[src/hw/rtl/pid_pkg.sv]
// ----------------------------------------------------------------------------
// pid_pkg
// Shared types and constants of the clamped PID controller: command and
// register codes, and the control/status bundle of the shared mul/div unit.
// ----------------------------------------------------------------------------
`timescale 1ns / 1ps

package pid_pkg;

    // default datapath shape, signed Q16.16
    parameter int DATA_WIDTH_DEF = 32;
    parameter int FRAC_BITS_DEF  = 16;

    // configuration register index width (eight registers)
    parameter int CFG_IDX_W = 3;

    // item commands
    typedef enum logic [1:0] {
        CMD_SETPOINT = 2'd0,
        CMD_ERROR    = 2'd1,
        CMD_CLEAR    = 2'd2,
        CMD_UNUSED   = 2'd3
    } t_cmd;

    // configuration register map
    typedef enum logic [CFG_IDX_W-1:0] {
        REG_GAIN_P    = 3'd0,
        REG_GAIN_I    = 3'd1,
        REG_GAIN_D    = 3'd2,
        REG_STEP_TIME = 3'd3,
        REG_DRIVE_MIN = 3'd4,
        REG_DRIVE_MAX = 3'd5,
        REG_ACCUM_MIN = 3'd6,
        REG_ACCUM_MAX = 3'd7
    } t_cfg_idx;

    // operations of the shared unit
    typedef enum logic {
        OP_MUL = 1'b0,
        OP_DIV = 1'b1
    } t_mdu_op;

    // sequencer to unit
    typedef struct packed {
        logic    start;
        t_mdu_op op;
    } t_mdu_ctrl;

    // unit to sequencer
    typedef struct packed {
        logic busy;
        logic done;
    } t_mdu_stat;

endpackage

[src/hw/rtl/pid_in_if.sv]
// ----------------------------------------------------------------------------
// pid_in_if
// Input item channel: command and operands with a valid/ready handshake.
// ----------------------------------------------------------------------------
`timescale 1ns / 1ps

interface pid_in_if #(
    parameter int DATA_WIDTH = 32
);
    logic                         valid;
    logic                         ready;
    logic [1:0]                   cmd;
    logic signed [DATA_WIDTH-1:0] target;
    logic signed [DATA_WIDTH-1:0] measured;
    logic signed [DATA_WIDTH-1:0] err_in;

    modport source (output valid, cmd, target, measured, err_in, input ready);
    modport sink   (input valid, cmd, target, measured, err_in, output ready);
endinterface

[src/hw/rtl/pid_out_if.sv]
// ----------------------------------------------------------------------------
// pid_out_if
// Result item channel: controller drive and disabled flag, valid/ready.
// ----------------------------------------------------------------------------
`timescale 1ns / 1ps

interface pid_out_if #(
    parameter int DATA_WIDTH = 32
);
    logic                         valid;
    logic                         ready;
    logic signed [DATA_WIDTH-1:0] drive;
    logic                         disabled;

    modport source (output valid, drive, disabled, input ready);
    modport sink   (input valid, drive, disabled, output ready);
endinterface

[src/hw/rtl/pid_mdu.sv]
// ----------------------------------------------------------------------------
// pid_mdu
// Shared fixed-point multiply / divide unit. One add/subtract per cycle:
// shift-add multiply (a*b >> FRAC_BITS) and restoring
// divide ((a << FRAC_BITS) / b, b > 0).
// Results truncate toward zero and saturate to DATA_WIDTH bits.
// ----------------------------------------------------------------------------
`timescale 1ns / 1ps

module pid_mdu import pid_pkg::*; #(
    parameter int DATA_WIDTH = DATA_WIDTH_DEF,
    parameter int FRAC_BITS  = FRAC_BITS_DEF
) (
    input  logic                         i_clk,
    input  logic                         i_rst_n,
    input  t_mdu_ctrl                    i_ctrl,
    input  logic signed [DATA_WIDTH-1:0] i_opa,
    input  logic signed [DATA_WIDTH-1:0] i_opb,
    output t_mdu_stat                    o_stat,
    output logic signed [DATA_WIDTH-1:0] o_result
);

    localparam int W  = DATA_WIDTH;
    localparam int F  = FRAC_BITS;
    localparam int LW = W + F;
    localparam int CW = $clog2(LW + 1);

    typedef enum logic [1:0] {
        U_IDLE,
        U_RUN,
        U_FIN
    } t_ustate;

    t_ustate         r_state;
    t_mdu_op         r_op;
    logic            r_neg;
    logic [W-1:0]    r_x;
    logic [W-1:0]    r_hi;
    logic [LW-1:0]   r_lo;
    logic [CW-1:0]   r_cnt;
    logic [W-1:0]    r_res;
    logic            r_done;

    // magnitude of a signed word; the most negative value fits unsigned
    function automatic logic [W-1:0] mag(input logic [W-1:0] a);
        return a[W-1] ? (~a + W'(1)) : a;
    endfunction

    // shared adder: accumulate for multiply, trial subtract for divide
    logic          sub;
    logic [W:0]    rem_sh;
    logic [W:0]    add_a;
    logic [W:0]    add_x;
    logic [W+1:0]  add_y;
    logic          carry;

    assign sub    = (r_op == OP_DIV);
    assign rem_sh = {r_hi, r_lo[LW-1]};
    assign add_a  = sub ? rem_sh : {1'b0, r_hi};
    assign add_x  = (sub || r_lo[0]) ? {1'b0, r_x} : '0;
    assign add_y  = {1'b0, add_a} + {1'b0, add_x ^ {(W+1){sub}}} + (W+2)'(sub);
    assign carry  = add_y[W+1];

    // final scaling, saturation and sign
    logic [2*W-1:0] prod;
    logic [2*W-1:0] prod_q;
    logic           fin_ovf;
    logic [W-2:0]   fin_low;
    logic [W-1:0]   fin_mag;
    logic [W-1:0]   n_res;

    always_comb begin
        prod   = {r_hi, r_lo[W-1:0]};
        prod_q = prod >> F;
        if (r_op == OP_DIV) begin
            fin_ovf = |r_lo[LW-1:W-1];
            fin_low = r_lo[W-2:0];
        end else begin
            fin_ovf = |prod_q[2*W-1:W-1];
            fin_low = prod_q[W-2:0];
        end
        fin_mag = {1'b0, fin_low};
        if (fin_ovf) begin
            n_res = r_neg ? {1'b1, {(W-1){1'b0}}} : {1'b0, {(W-1){1'b1}}};
        end else begin
            n_res = r_neg ? (~fin_mag + W'(1)) : fin_mag;
        end
    end

    // sequencer of the unit and its datapath registers
    always_ff @(posedge i_clk) begin
        if (!i_rst_n) begin
            r_state <= U_IDLE;
            r_done  <= 1'b0;
        end else begin
            r_done <= 1'b0;
            unique case (r_state)
                U_IDLE: begin
                    if (i_ctrl.start) begin
                        r_op  <= i_ctrl.op;
                        r_hi  <= '0;
                        if (i_ctrl.op == OP_DIV) begin
                            r_x   <= mag(i_opb);
                            r_lo  <= LW'(mag(i_opa)) << F;
                            r_neg <= i_opa[W-1];
                            r_cnt <= CW'(LW);
                        end else begin
                            r_x   <= mag(i_opa);
                            r_lo  <= LW'(mag(i_opb));
                            r_neg <= i_opa[W-1] ^ i_opb[W-1];
                            r_cnt <= CW'(W);
                        end
                        r_state <= U_RUN;
                    end
                end
                U_RUN: begin
                    if (r_op == OP_DIV) begin
                        r_hi <= carry ? add_y[W-1:0] : rem_sh[W-1:0];
                        r_lo <= {r_lo[LW-2:0], carry};
                    end else begin
                        r_hi <= add_y[W:1];
                        r_lo <= LW'({add_y[0], r_lo[W-1:1]});
                    end
                    r_cnt <= r_cnt - CW'(1);
                    if (r_cnt == CW'(1)) begin
                        r_state <= U_FIN;
                    end
                end
                U_FIN: begin
                    r_res   <= n_res;
                    r_done  <= 1'b1;
                    r_state <= U_IDLE;
                end
                default: r_state <= U_IDLE;
            endcase
        end
    end

    assign o_stat.busy = (r_state != U_IDLE);
    assign o_stat.done = r_done;
    assign o_result    = r_res;

endmodule

[src/hw/rtl/pid_controller_clamped.sv]
// ----------------------------------------------------------------------------
// pid_controller_clamped
// Discrete PID step in signed fixed point with integral clamp and output
// limits. A small sequencer runs every product and the derivative quotient
// through one shared bit-serial mul/div unit.
//
//  channel   dir  handshake        payload
//  i_item    in   valid / ready    cmd, target, measured, err_in
//  o_result  out  valid / ready    drive, disabled
//  cfg       in   i_cfg_we         i_cfg_idx, i_cfg_data (no read-back)
//
//  An update runs its products and the derivative quotient in turn through
//  the one-bit-per-cycle adder in pid_mdu (signed Q16.16 by default); the
//  first update after a clear skips the divide and derivative product.
//  Clear, unused and disabled items bypass the unit. One item at a time.
//  Reset is synchronous and restores registers and controller state.
//  A waiting result does not block the next item until its own result.
// ----------------------------------------------------------------------------
`timescale 1ns / 1ps

module pid_controller_clamped import pid_pkg::*; #(
    parameter int DATA_WIDTH = DATA_WIDTH_DEF,
    parameter int FRAC_BITS  = FRAC_BITS_DEF
) (
    input  logic                  i_clk,
    input  logic                  i_rst_n,
    pid_in_if.sink                i_item,
    pid_out_if.source             o_result,
    input  logic                  i_cfg_we,
    input  logic [CFG_IDX_W-1:0]  i_cfg_idx,
    input  logic [DATA_WIDTH-1:0] i_cfg_data
);

    localparam int W = DATA_WIDTH;
    localparam logic [W-1:0] SMAX = {1'b0, {(W-1){1'b1}}};
    localparam logic [W-1:0] SMIN = {1'b1, {(W-1){1'b0}}};

    typedef enum logic [3:0] {
        S_IDLE,
        S_MDT,
        S_DIV,
        S_MP,
        S_MI,
        S_MD,
        S_CLAMP,
        S_DONE
    } t_state;

    // saturating arithmetic on W-bit words
    function automatic logic [W-1:0] sat_add(input logic [W-1:0] a, input logic [W-1:0] b);
        logic [W:0] s;
        s = {a[W-1], a} + {b[W-1], b};
        if (s[W] != s[W-1]) begin
            return s[W] ? SMIN : SMAX;
        end
        return s[W-1:0];
    endfunction

    function automatic logic [W-1:0] sat_sub(input logic [W-1:0] a, input logic [W-1:0] b);
        logic [W:0] s;
        s = {a[W-1], a} - {b[W-1], b};
        if (s[W] != s[W-1]) begin
            return s[W] ? SMIN : SMAX;
        end
        return s[W-1:0];
    endfunction

    // below lo gives lo, otherwise above hi gives hi
    function automatic logic [W-1:0] clamp(input logic signed [W-1:0] v,
                                           input logic signed [W-1:0] lo,
                                           input logic signed [W-1:0] hi);
        if (v < lo) begin
            return lo;
        end
        if (v > hi) begin
            return hi;
        end
        return v;
    endfunction

    t_state               r_state;
    logic                 r_go;
    logic signed [W-1:0]  r_gain_p;
    logic signed [W-1:0]  r_gain_i;
    logic signed [W-1:0]  r_gain_d;
    logic signed [W-1:0]  r_step;
    logic signed [W-1:0]  r_drive_min;
    logic signed [W-1:0]  r_drive_max;
    logic signed [W-1:0]  r_accum_min;
    logic signed [W-1:0]  r_accum_max;
    logic signed [W-1:0]  r_acc;
    logic signed [W-1:0]  r_last;
    logic                 r_first;
    logic signed [W-1:0]  r_err;
    logic signed [W-1:0]  r_diff;
    logic signed [W-1:0]  r_der;
    logic signed [W-1:0]  r_sum;
    logic                 r_dis;
    logic                 r_out_valid;
    logic signed [W-1:0]  r_out_drive;
    logic                 r_out_dis;

    t_mdu_ctrl            mdu_ctrl;
    t_mdu_stat            mdu_stat;
    logic signed [W-1:0]  mdu_a;
    logic signed [W-1:0]  mdu_b;
    logic signed [W-1:0]  mdu_res;

    logic                 in_fire;
    logic                 out_slot;
    logic                 step_off;
    logic [W-1:0]         n_err;
    logic [W-1:0]         n_acc;
    logic [W-1:0]         n_sum;

    assign in_fire  = i_item.valid && i_item.ready;
    assign out_slot = !r_out_valid || o_result.ready;
    assign step_off = r_step[W-1] || (r_step == '0);
    assign n_err    = (t_cmd'(i_item.cmd) == CMD_SETPOINT)
                    ? sat_sub(i_item.target, i_item.measured) : i_item.err_in;
    assign n_acc    = clamp(sat_add(r_acc, mdu_res), r_accum_min, r_accum_max);
    assign n_sum    = sat_add(r_sum, mdu_res);

    // operand selection for the shared unit
    always_comb begin
        mdu_ctrl.start = r_go;
        mdu_ctrl.op    = OP_MUL;
        mdu_a          = r_err;
        mdu_b          = r_step;
        unique case (r_state)
            S_MDT: begin
                mdu_a = r_err;
                mdu_b = r_step;
            end
            S_DIV: begin
                mdu_ctrl.op = OP_DIV;
                mdu_a       = r_diff;
                mdu_b       = r_step;
            end
            S_MP: begin
                mdu_a = r_gain_p;
                mdu_b = r_err;
            end
            S_MI: begin
                mdu_a = r_gain_i;
                mdu_b = r_acc;
            end
            S_MD: begin
                mdu_a = r_gain_d;
                mdu_b = r_der;
            end
            default: begin
                mdu_a = r_err;
                mdu_b = r_step;
            end
        endcase
    end

    pid_mdu #(
        .DATA_WIDTH (DATA_WIDTH),
        .FRAC_BITS  (FRAC_BITS)
    ) u_mdu (
        .i_clk    (i_clk),
        .i_rst_n  (i_rst_n),
        .i_ctrl   (mdu_ctrl),
        .i_opa    (mdu_a),
        .i_opb    (mdu_b),
        .o_stat   (mdu_stat),
        .o_result (mdu_res)
    );

    // sequencer, controller state, registers and result stage
    always_ff @(posedge i_clk) begin
        if (!i_rst_n) begin
            r_state     <= S_IDLE;
            r_go        <= 1'b0;
            r_gain_p    <= '0;
            r_gain_i    <= '0;
            r_gain_d    <= '0;
            r_step      <= W'(1) << FRAC_BITS;
            r_drive_min <= SMIN;
            r_drive_max <= SMAX;
            r_accum_min <= SMIN;
            r_accum_max <= SMAX;
            r_acc       <= '0;
            r_last      <= '0;
            r_first     <= 1'b1;
            r_out_valid <= 1'b0;
        end else begin
            r_go <= 1'b0;

            // configuration writes
            if (i_cfg_we) begin
                unique case (t_cfg_idx'(i_cfg_idx))
                    REG_GAIN_P:    r_gain_p    <= i_cfg_data;
                    REG_GAIN_I:    r_gain_i    <= i_cfg_data;
                    REG_GAIN_D:    r_gain_d    <= i_cfg_data;
                    REG_STEP_TIME: r_step      <= i_cfg_data;
                    REG_DRIVE_MIN: r_drive_min <= i_cfg_data;
                    REG_DRIVE_MAX: r_drive_max <= i_cfg_data;
                    REG_ACCUM_MIN: r_accum_min <= i_cfg_data;
                    REG_ACCUM_MAX: r_accum_max <= i_cfg_data;
                    default: ;
                endcase
            end

            // result taken downstream
            if (r_out_valid && o_result.ready) begin
                r_out_valid <= 1'b0;
            end

            unique case (r_state)
                S_IDLE: begin
                    if (in_fire) begin
                        r_sum <= '0;
                        r_dis <= 1'b0;
                        unique case (t_cmd'(i_item.cmd))
                            CMD_CLEAR: begin
                                r_acc   <= '0;
                                r_last  <= '0;
                                r_first <= 1'b1;
                                r_state <= S_DONE;
                            end
                            CMD_UNUSED: begin
                                r_state <= S_DONE;
                            end
                            CMD_SETPOINT, CMD_ERROR: begin
                                if (step_off) begin
                                    r_dis   <= 1'b1;
                                    r_state <= S_DONE;
                                end else begin
                                    r_err   <= n_err;
                                    r_go    <= 1'b1;
                                    r_state <= S_MDT;
                                end
                            end
                            default: r_state <= S_DONE;
                        endcase
                    end
                end
                // integral: accum + error*dt, clamped
                S_MDT: begin
                    if (mdu_stat.done) begin
                        r_acc   <= n_acc;
                        r_diff  <= sat_sub(r_err, r_last);
                        r_go    <= 1'b1;
                        r_state <= r_first ? S_MP : S_DIV;
                    end
                end
                // derivative: change in error over dt
                S_DIV: begin
                    if (mdu_stat.done) begin
                        r_der   <= mdu_res;
                        r_go    <= 1'b1;
                        r_state <= S_MP;
                    end
                end
                S_MP: begin
                    if (mdu_stat.done) begin
                        r_sum   <= mdu_res;
                        r_go    <= 1'b1;
                        r_state <= S_MI;
                    end
                end
                S_MI: begin
                    if (mdu_stat.done) begin
                        r_sum   <= n_sum;
                        r_go    <= !r_first;
                        r_state <= r_first ? S_CLAMP : S_MD;
                    end
                end
                S_MD: begin
                    if (mdu_stat.done) begin
                        r_sum   <= n_sum;
                        r_state <= S_CLAMP;
                    end
                end
                // output limits and end-of-update state
                S_CLAMP: begin
                    r_sum   <= clamp(r_sum, r_drive_min, r_drive_max);
                    r_last  <= r_err;
                    r_first <= 1'b0;
                    r_state <= S_DONE;
                end
                S_DONE: begin
                    if (out_slot) begin
                        r_out_valid <= 1'b1;
                        r_out_drive <= r_sum;
                        r_out_dis   <= r_dis;
                        r_state     <= S_IDLE;
                    end
                end
                default: r_state <= S_IDLE;
            endcase
        end
    end

    assign i_item.ready      = (r_state == S_IDLE);
    assign o_result.valid    = r_out_valid;
    assign o_result.drive    = r_out_drive;
    assign o_result.disabled = r_out_dis;

    // unit is only started when idle
    a_start_idle: assert property (@(posedge i_clk) disable iff (!i_rst_n)
        mdu_ctrl.start |-> !mdu_stat.busy)
        else $error("shared unit started while busy");

    // unit completions only land in states that consume them
    a_done_state: assert property (@(posedge i_clk) disable iff (!i_rst_n)
        mdu_stat.done |-> (r_state == S_MDT || r_state == S_DIV || r_state == S_MP
                           || r_state == S_MI || r_state == S_MD))
        else $error("unit result arrived in a state that ignores it");

    // a clear item empties the controller state
    a_clear: assert property (@(posedge i_clk) disable iff (!i_rst_n)
        (in_fire && i_item.cmd == CMD_CLEAR) |=> (r_acc == '0 && r_last == '0 && r_first))
        else $error("clear item did not reset the controller state");

    // a skipped update reports zero drive
    a_dis_zero: assert property (@(posedge i_clk) disable iff (!i_rst_n)
        (o_result.valid && o_result.disabled) |-> (o_result.drive == '0))
        else $error("disabled result with nonzero drive");

endmodule
[src/flat_wrapper.sv]
// flat-port wrapper written by rule: the top's interface ports become plain ports
module pid_controller_clamped_flat import pid_pkg::*;
#(
    parameter int DATA_WIDTH = DATA_WIDTH_DEF,
    parameter int FRAC_BITS  = FRAC_BITS_DEF
)
  (i_clk, i_rst_n, i_cfg_we, i_cfg_idx, i_cfg_data, i_item_valid, i_item_cmd, i_item_target, i_item_measured, i_item_err_in, i_item_ready, o_result_valid, o_result_drive, o_result_disabled, o_result_ready);
  pid_in_if #(.DATA_WIDTH(DATA_WIDTH)) i_item_i ();
  pid_out_if #(.DATA_WIDTH(DATA_WIDTH)) o_result_i ();
  input  logic i_clk;
  input  logic i_rst_n;
  input  logic i_cfg_we;
  input  logic [CFG_IDX_W-1:0] i_cfg_idx;
  input  logic [DATA_WIDTH-1:0] i_cfg_data;
  input wire logic [$bits(i_item_i.valid)-1:0] i_item_valid;
  input wire logic [$bits(i_item_i.cmd)-1:0] i_item_cmd;
  input wire logic [$bits(i_item_i.target)-1:0] i_item_target;
  input wire logic [$bits(i_item_i.measured)-1:0] i_item_measured;
  input wire logic [$bits(i_item_i.err_in)-1:0] i_item_err_in;
  output wire logic [$bits(i_item_i.ready)-1:0] i_item_ready;
  output wire logic [$bits(o_result_i.valid)-1:0] o_result_valid;
  output wire logic [$bits(o_result_i.drive)-1:0] o_result_drive;
  output wire logic [$bits(o_result_i.disabled)-1:0] o_result_disabled;
  input wire logic [$bits(o_result_i.ready)-1:0] o_result_ready;
  assign i_item_i.valid = i_item_valid;
  assign i_item_i.cmd = i_item_cmd;
  assign i_item_i.target = i_item_target;
  assign i_item_i.measured = i_item_measured;
  assign i_item_i.err_in = i_item_err_in;
  assign i_item_ready = i_item_i.ready;
  assign o_result_valid = o_result_i.valid;
  assign o_result_drive = o_result_i.drive;
  assign o_result_disabled = o_result_i.disabled;
  assign o_result_i.ready = o_result_ready;
  pid_controller_clamped #(.DATA_WIDTH(DATA_WIDTH), .FRAC_BITS(FRAC_BITS)) u_core (.i_clk(i_clk), .i_rst_n(i_rst_n), .i_item(i_item_i), .o_result(o_result_i), .i_cfg_we(i_cfg_we), .i_cfg_idx(i_cfg_idx), .i_cfg_data(i_cfg_data));
endmodule
[config.mk]
export PLATFORM = sky130hd
export DESIGN_NAME = pid_controller_clamped_flat
export DESIGN_NICKNAME = d
export VERILOG_FILES = /design/src/hw/rtl/pid_pkg.sv /design/src/hw/rtl/pid_in_if.sv /design/src/hw/rtl/pid_out_if.sv /design/src/hw/rtl/pid_mdu.sv /design/src/hw/rtl/pid_controller_clamped.sv /design/src/flat_wrapper.sv
export SDC_FILE = /design/constraint.sdc
export NUM_CORES = 2
export LEC_CHECK = 0
export BUFFER_PORTS_ARGS = -buffer_cell sky130_fd_sc_hd__clkbuf_2
export CAP_MARGIN = 20
export CELL_PAD_IN_SITES_DETAIL_PLACEMENT = 0
export CELL_PAD_IN_SITES_GLOBAL_PLACEMENT = 1
export CORE_ASPECT_RATIO = 0.7
export CORE_MARGIN = 2
export CORE_UTILIZATION = 44
export CTS_CLUSTER_DIAMETER = 40
export CTS_CLUSTER_SIZE = 16
export DETAILED_ROUTE_END_ITERATION = 12
export PLACE_DENSITY_LB_ADDON = 0.1
export SYNTH_ARGS = -nofsm -noshare
export SYNTH_HDL_FRONTEND = slang
export SYNTH_HIERARCHICAL = 1
export SYNTH_SLANG_ARGS = --single-unit
[constraint.sdc]
create_clock -name i_clk -period 6.34 [get_ports i_clk]
set_input_delay 0.634 -clock i_clk [delete_from_list [all_inputs] [get_ports i_clk]]
set_output_delay 0.634 -clock i_clk [all_outputs]
set_load 0.05 [all_outputs]
# == Word-level counts from Yosys, hierarchy flattened ==
# Cells that the tools add are included.
# word_totals
register_bits,644
input_bits,138
word_cells,230
out_inout_bits,35
# classes
n_reduce_logical,43
addsub,10
magnitude_cmp,4
bitwise,6
muxes,101
eq_ne,36
# op_table
op,n
$mux W32,37
$pmux W32 S4,2
$pmux W32 S2,3
$mux W48,3
$add A32 B1 Y32 const B,3
$pmux W32 S3,1
$pmux W48 S2,1
$add A32 B32 Y33,2
$sub A32 B32 Y33,2
$gt A32 B32 Y1,2
$lt A32 B32 Y1,2
$not A32 Y32,2
$add A33 B33 Y34,1
$add A34 B1 Y34,1
$reduce_or A17 Y1,2
$mux W1,33
$mux W33,1
$xor A32 B33 Y33,1
$logic_not A32 Y1,1
$not A31 Y32,1
$pmux W4 S8,1
$mux W31,1
$mux W4,7
$reduce_and A3 Y1,7
other kinds (40),83

# == Depth between registers and ports, before layout ==
# logic_depth
ltp_word,11
depth_mapped,30

# == Hierarchy ==
# Netlist, hierarchy kept.
# by_module_without_submodules
mod,cells_each,area_each_um2,instances
pid_controller_clamped,3806,31823.0,1
pid_mdu,1326,11850.1,1

# == Worst setup path after synthesis ==
# OpenSTA, ideal clock, no wires.
# synth_timing
path_type,register to register
startpoint,"reg u_core.u_mdu.r_res[14], in the netlist u_core/u_mdu/o_result[14]"
endpoint,reg u_core.r_acc[10]
setup_time_ns,0.128
period_less_slack_ns,6.255
path_stages_with_launch,30
t_arrival_ns,6.127
path_slack_ns,0.085
path_cell_list,edfxtp_1 -> ha_1 -> buf_2 -> a21oi_1 -> o221a_2 -> o22ai_1 -> or4b_1 -> o22ai_1 -> o221ai_1 -> a21o_1 -> a21o_1 -> a21o_1 -> xor2_1 -> ha_1 -> clkbuf_1 -> nor4_1 -> nand2_1 -> o21ai_0 -> a21oi_2 -> ha_1 -> nand4_1 -> nor2_1 -> and4_1 -> o311a_1 -> a211oi_1 -> mux2i_1 -> clkbuf_1 -> mux2_2 -> mux2i_1 -> o21ai_0
# synth_between
elab_chain_len,11
word_cells_on_any_way,16
cone_classes,1 x add/sub; 2 x order compare; 1 x eq/ne; 12 x mux
# synth_rtl
item,line,rtl
"start, declared",pid_mdu.sv:41,logic [W-1:0] r_res;
"start signal, assigned",pid_mdu.sv:130,r_res <= n_res;
$add A32 B32 Y33 (*),pid_controller_clamped.sv:52,"s = {a[W-1], a} + {b[W-1], b};"
$mux W32 / $ne A1 B1 Y1 (equally long branches),"pid_controller_clamped.sv:54, pid_controller_clamped.sv:53",
$mux W32 / $mux W1 (equally long branches),pid_controller_clamped.sv:53,if (s[W] != s[W-1]) begin
$mux W32 (*),pid_controller_clamped.sv:56,return s[W-1:0];
$gt A32 B32 Y1,pid_controller_clamped.sv:75,if (v > hi) begin
$mux W1 (2 in a row),pid_controller_clamped.sv:75,
$mux W32,pid_controller_clamped.sv:78,return v;
$mux W32 (*),pid_controller_clamped.sv:75,
$mux W32 (*),pid_controller_clamped.sv:243,if (mdu_stat.done) begin
$pmux W32 S2 (*),pid_controller_clamped.sv:212,unique case (r_state)
"end signal, assigned",pid_controller_clamped.sv:244,r_acc <= n_acc;
"end, declared",pid_controller_clamped.sv:91,logic signed [W-1:0] r_acc;
# Every way passes the cells marked *; elsewhere a longest branch is shown, timed or not. The select of a mux whose other input is x is not followed.
# A chain may end at the register's enable or synchronous reset.

# == Final worst setup path ==
# layout_timing
startpoint,"reg u_core.u_mdu.r_res[14], in the netlist u_core/u_mdu/o_result[14]"
endpoint,reg u_core.r_acc[1]
# The elaborated chain is that of the path after synthesis.

==> run summary <==
Hold Violations, Final -> 0
drt wl/cell -> 24.97 µm
Logic pwr share -> 34.9%
measured slew at the worst slew-check pin -> 1.139 ns
area of placed instances -> 0.04646 mm²
worst hold-check path type -> input port to flop
PortBufs -> 172
Post-Syn Instances -> 5131
Synthesis Warnings -> 6
GRT Total Usage -> 31.80%
Final GP Congestion -> 1.023
layout cells sized above 1 -> 14.08%
Root Buffer -> clkbuf_16
cts bufs inserted -> 93
vias in the first global route -> 34820
placed cell count -> 6487
CP required -> 6.89 ns
Ports -> 173
antenna-violating nets left -> 0
DR iter-0 viols -> 4890
worst path arrival time -> 6.75 ns
H-Tree Depth -> 3
Mapped Area -> 0.04367 mm²
final net count -> 5710
via count -> 39790
DRT Pass-1 Iters -> 6
max_slew headroom -> 24.06%
Tcrit/Tclk final -> 97.92%
first-pass GRT wire length -> 240200 µm
Layout Cells excl Fill -> 6680
fmax -> 0.1611 GHz
Final Max Tran Viols -> 0
row count -> 96
clock slew at reported path FFs -> 0.06 ns
Switching Share -> 38.90%
Die Height -> 267.6 µm
peak supply drop -> 0.2467 mV
Via density -> 5.956
sequential group share of total power -> 31.2%
Critical Path Start Type -> flop
final non-filler cell area -> 0.05030 mm²
Clk network pwr share -> 33.8%
Max FO, Critical Path -> 8
Die W -> 380.5 µm
core area -> 0.09813 mm²
Crit path largest cell delay -> 0.50 ns
Largest register FFs -> 48
Initial Util -> 44.50%
total grt overflow -> 0
endpoints failing setup -> 0
internal power -> 10.00 mW
PD cells -> 325.4 mW/mm²
total design power -> 16.37 mW
largest net degree at the start of global routing -> 113
outcome -> finished, final reports clean
Clock Tree Buf Depth -> 3
DRC -> 0
hold slack -> 0.2281 ns
Skew-Pair Late Insertion Delay -> 0.70 ns
Mean Syn Cell Area -> 8.510 µm²
Layout Skew -> 0.02663 ns
Sw Pwr -> 6.366 mW
CTS Sinks -> 643
CTS tree -> yes
Worst Setup End Kind -> flop
leakage -> 19.68 nW
Critical-path top delay cell -> or4b_4
Largest Register -> u_core/u_mdu/r_lo
area grow syn2layout -> 15.19%
sum of negative setup slack -> 0 ns
Final min period -> 6.208 ns
Syn Nets -> 5568
final WL -> 166800 µm
die area -> 0.1018 mm²
antenna violations before repair -> 16
WS Path Type -> flop to flop
max_cap viols -> 0
dpl hpwl -> 125400 µm
power by group through the flow:
stage / Sequential, mW / Clock (mW) / Combinational [mW]
finish: 5.11 / 5.54 / 5.72
global route: 5.13 / 5.78 / 6.14
CTS: 5.10 / 5.61 / 5.53
detailed placement: 5.19 / 0 / 5.50
global placement: 5.19 / 0 / 5.49
floorplan: 5.04 / 0 / 3.79
through the flow:
stage / setup slack (ns) / util, %
detailed placement: -0.3357 / 47.35
CTS: 0.003781 / 50.76
global route: -0.09524 / 51.25
global placement: -0.2146 / 47.32
floorplan: 0.08483 / -
finish: 0.1319 / 51.25
per-layer routing:
| metal | share of wire [%] | GRT usage [%] |
|---|---|---|
| met1 | 51 | 53.02 |
| met3 | 11 | 8.442 |
| met2 | 36 | 38.32 |
| met5 | 0.045 | 0 |
| met4 | 2.2 | 7.357 |
area by class of cell:
cell class | instances | area [µm²]
fill | 9465 | 47840
multi-input combinational | 3896 | 25820
sequential | 643 | 16020
clock buffer | 105 | 2444
timing repair buffer | 358 | 2430
tap | 1323 | 1655
inverter | 281 | 1059
clock inverter | 71 | 868.3
antenna | 3 | 7.507
cell usage in the layout, fill, tap and decap left out, types with 21 or more instances in the layout:
master	count
xnor2_1	92
o21bai_1	24
clkbuf_2	172
xor2_1	100
nand2b_1	32
buf_4	166
a21boi_0	238
nand4_1	45
and3_1	22
o31ai_1	29
nor2_1	317
o221ai_1	25
a211oi_1	26
o211ai_1	82
a31oi_1	41
inv_1	277
nor3_1	57
o21a_1	29
a21o_1	95
nand3_1	89
a32oi_1	25
nor4_1	25
dfxtp_1	328
clkbuf_16	96
ha_1	286
or3_1	21
o21ai_1	54
edfxtp_1	314
nand2_1	848
mux2i_1	180
o21ai_0	247
o22ai_1	65
mux2_2	69
a21oi_1	380
nor2b_1	31
critical path: cells and delay by family (launching register included):
kind | cells | cell delay [ns]
AOI/OAI and AO/OA | 12 | 1.74
and+or+nand+nor | 7 | 1.43
adders and majority gates | 3 | 0.89
muxes | 3 | 0.78
buffers and inverters | 4 | 0.61
DFF | 1 | 0.44
xor gates and xnor gates | 1 | 0.17
path summary, 6_finish.rpt:
kind	slack (ns)	from	to	cells past startpoint
max reg2reg	0.13	u_core/u_mdu/o_result[14]$_DFFE_PP_	u_core/r_acc[1]$_SDFFE_PN0P_	30
min	0.23	i_item_err_in[16]	u_core/r_err[16]$_DFFE_PP_	3
max	0.13	u_core/u_mdu/o_result[14]$_DFFE_PP_	u_core/r_acc[1]$_SDFFE_PN0P_	30
min reg2reg	0.46	u_core/r_gain_d[29]$_SDFFE_PN0P_	u_core/r_gain_d[29]$_SDFFE_PN0P_	2
timing repair:
action,4_1_cts,5_1_grt
resized for setup,10,89
endpoints found under the setup margin,32,32
hold buffers,0,0
gates cloned,0,3
pin swaps,0,20
setup buffers,0,8
(Power assumes the default switching activity.)
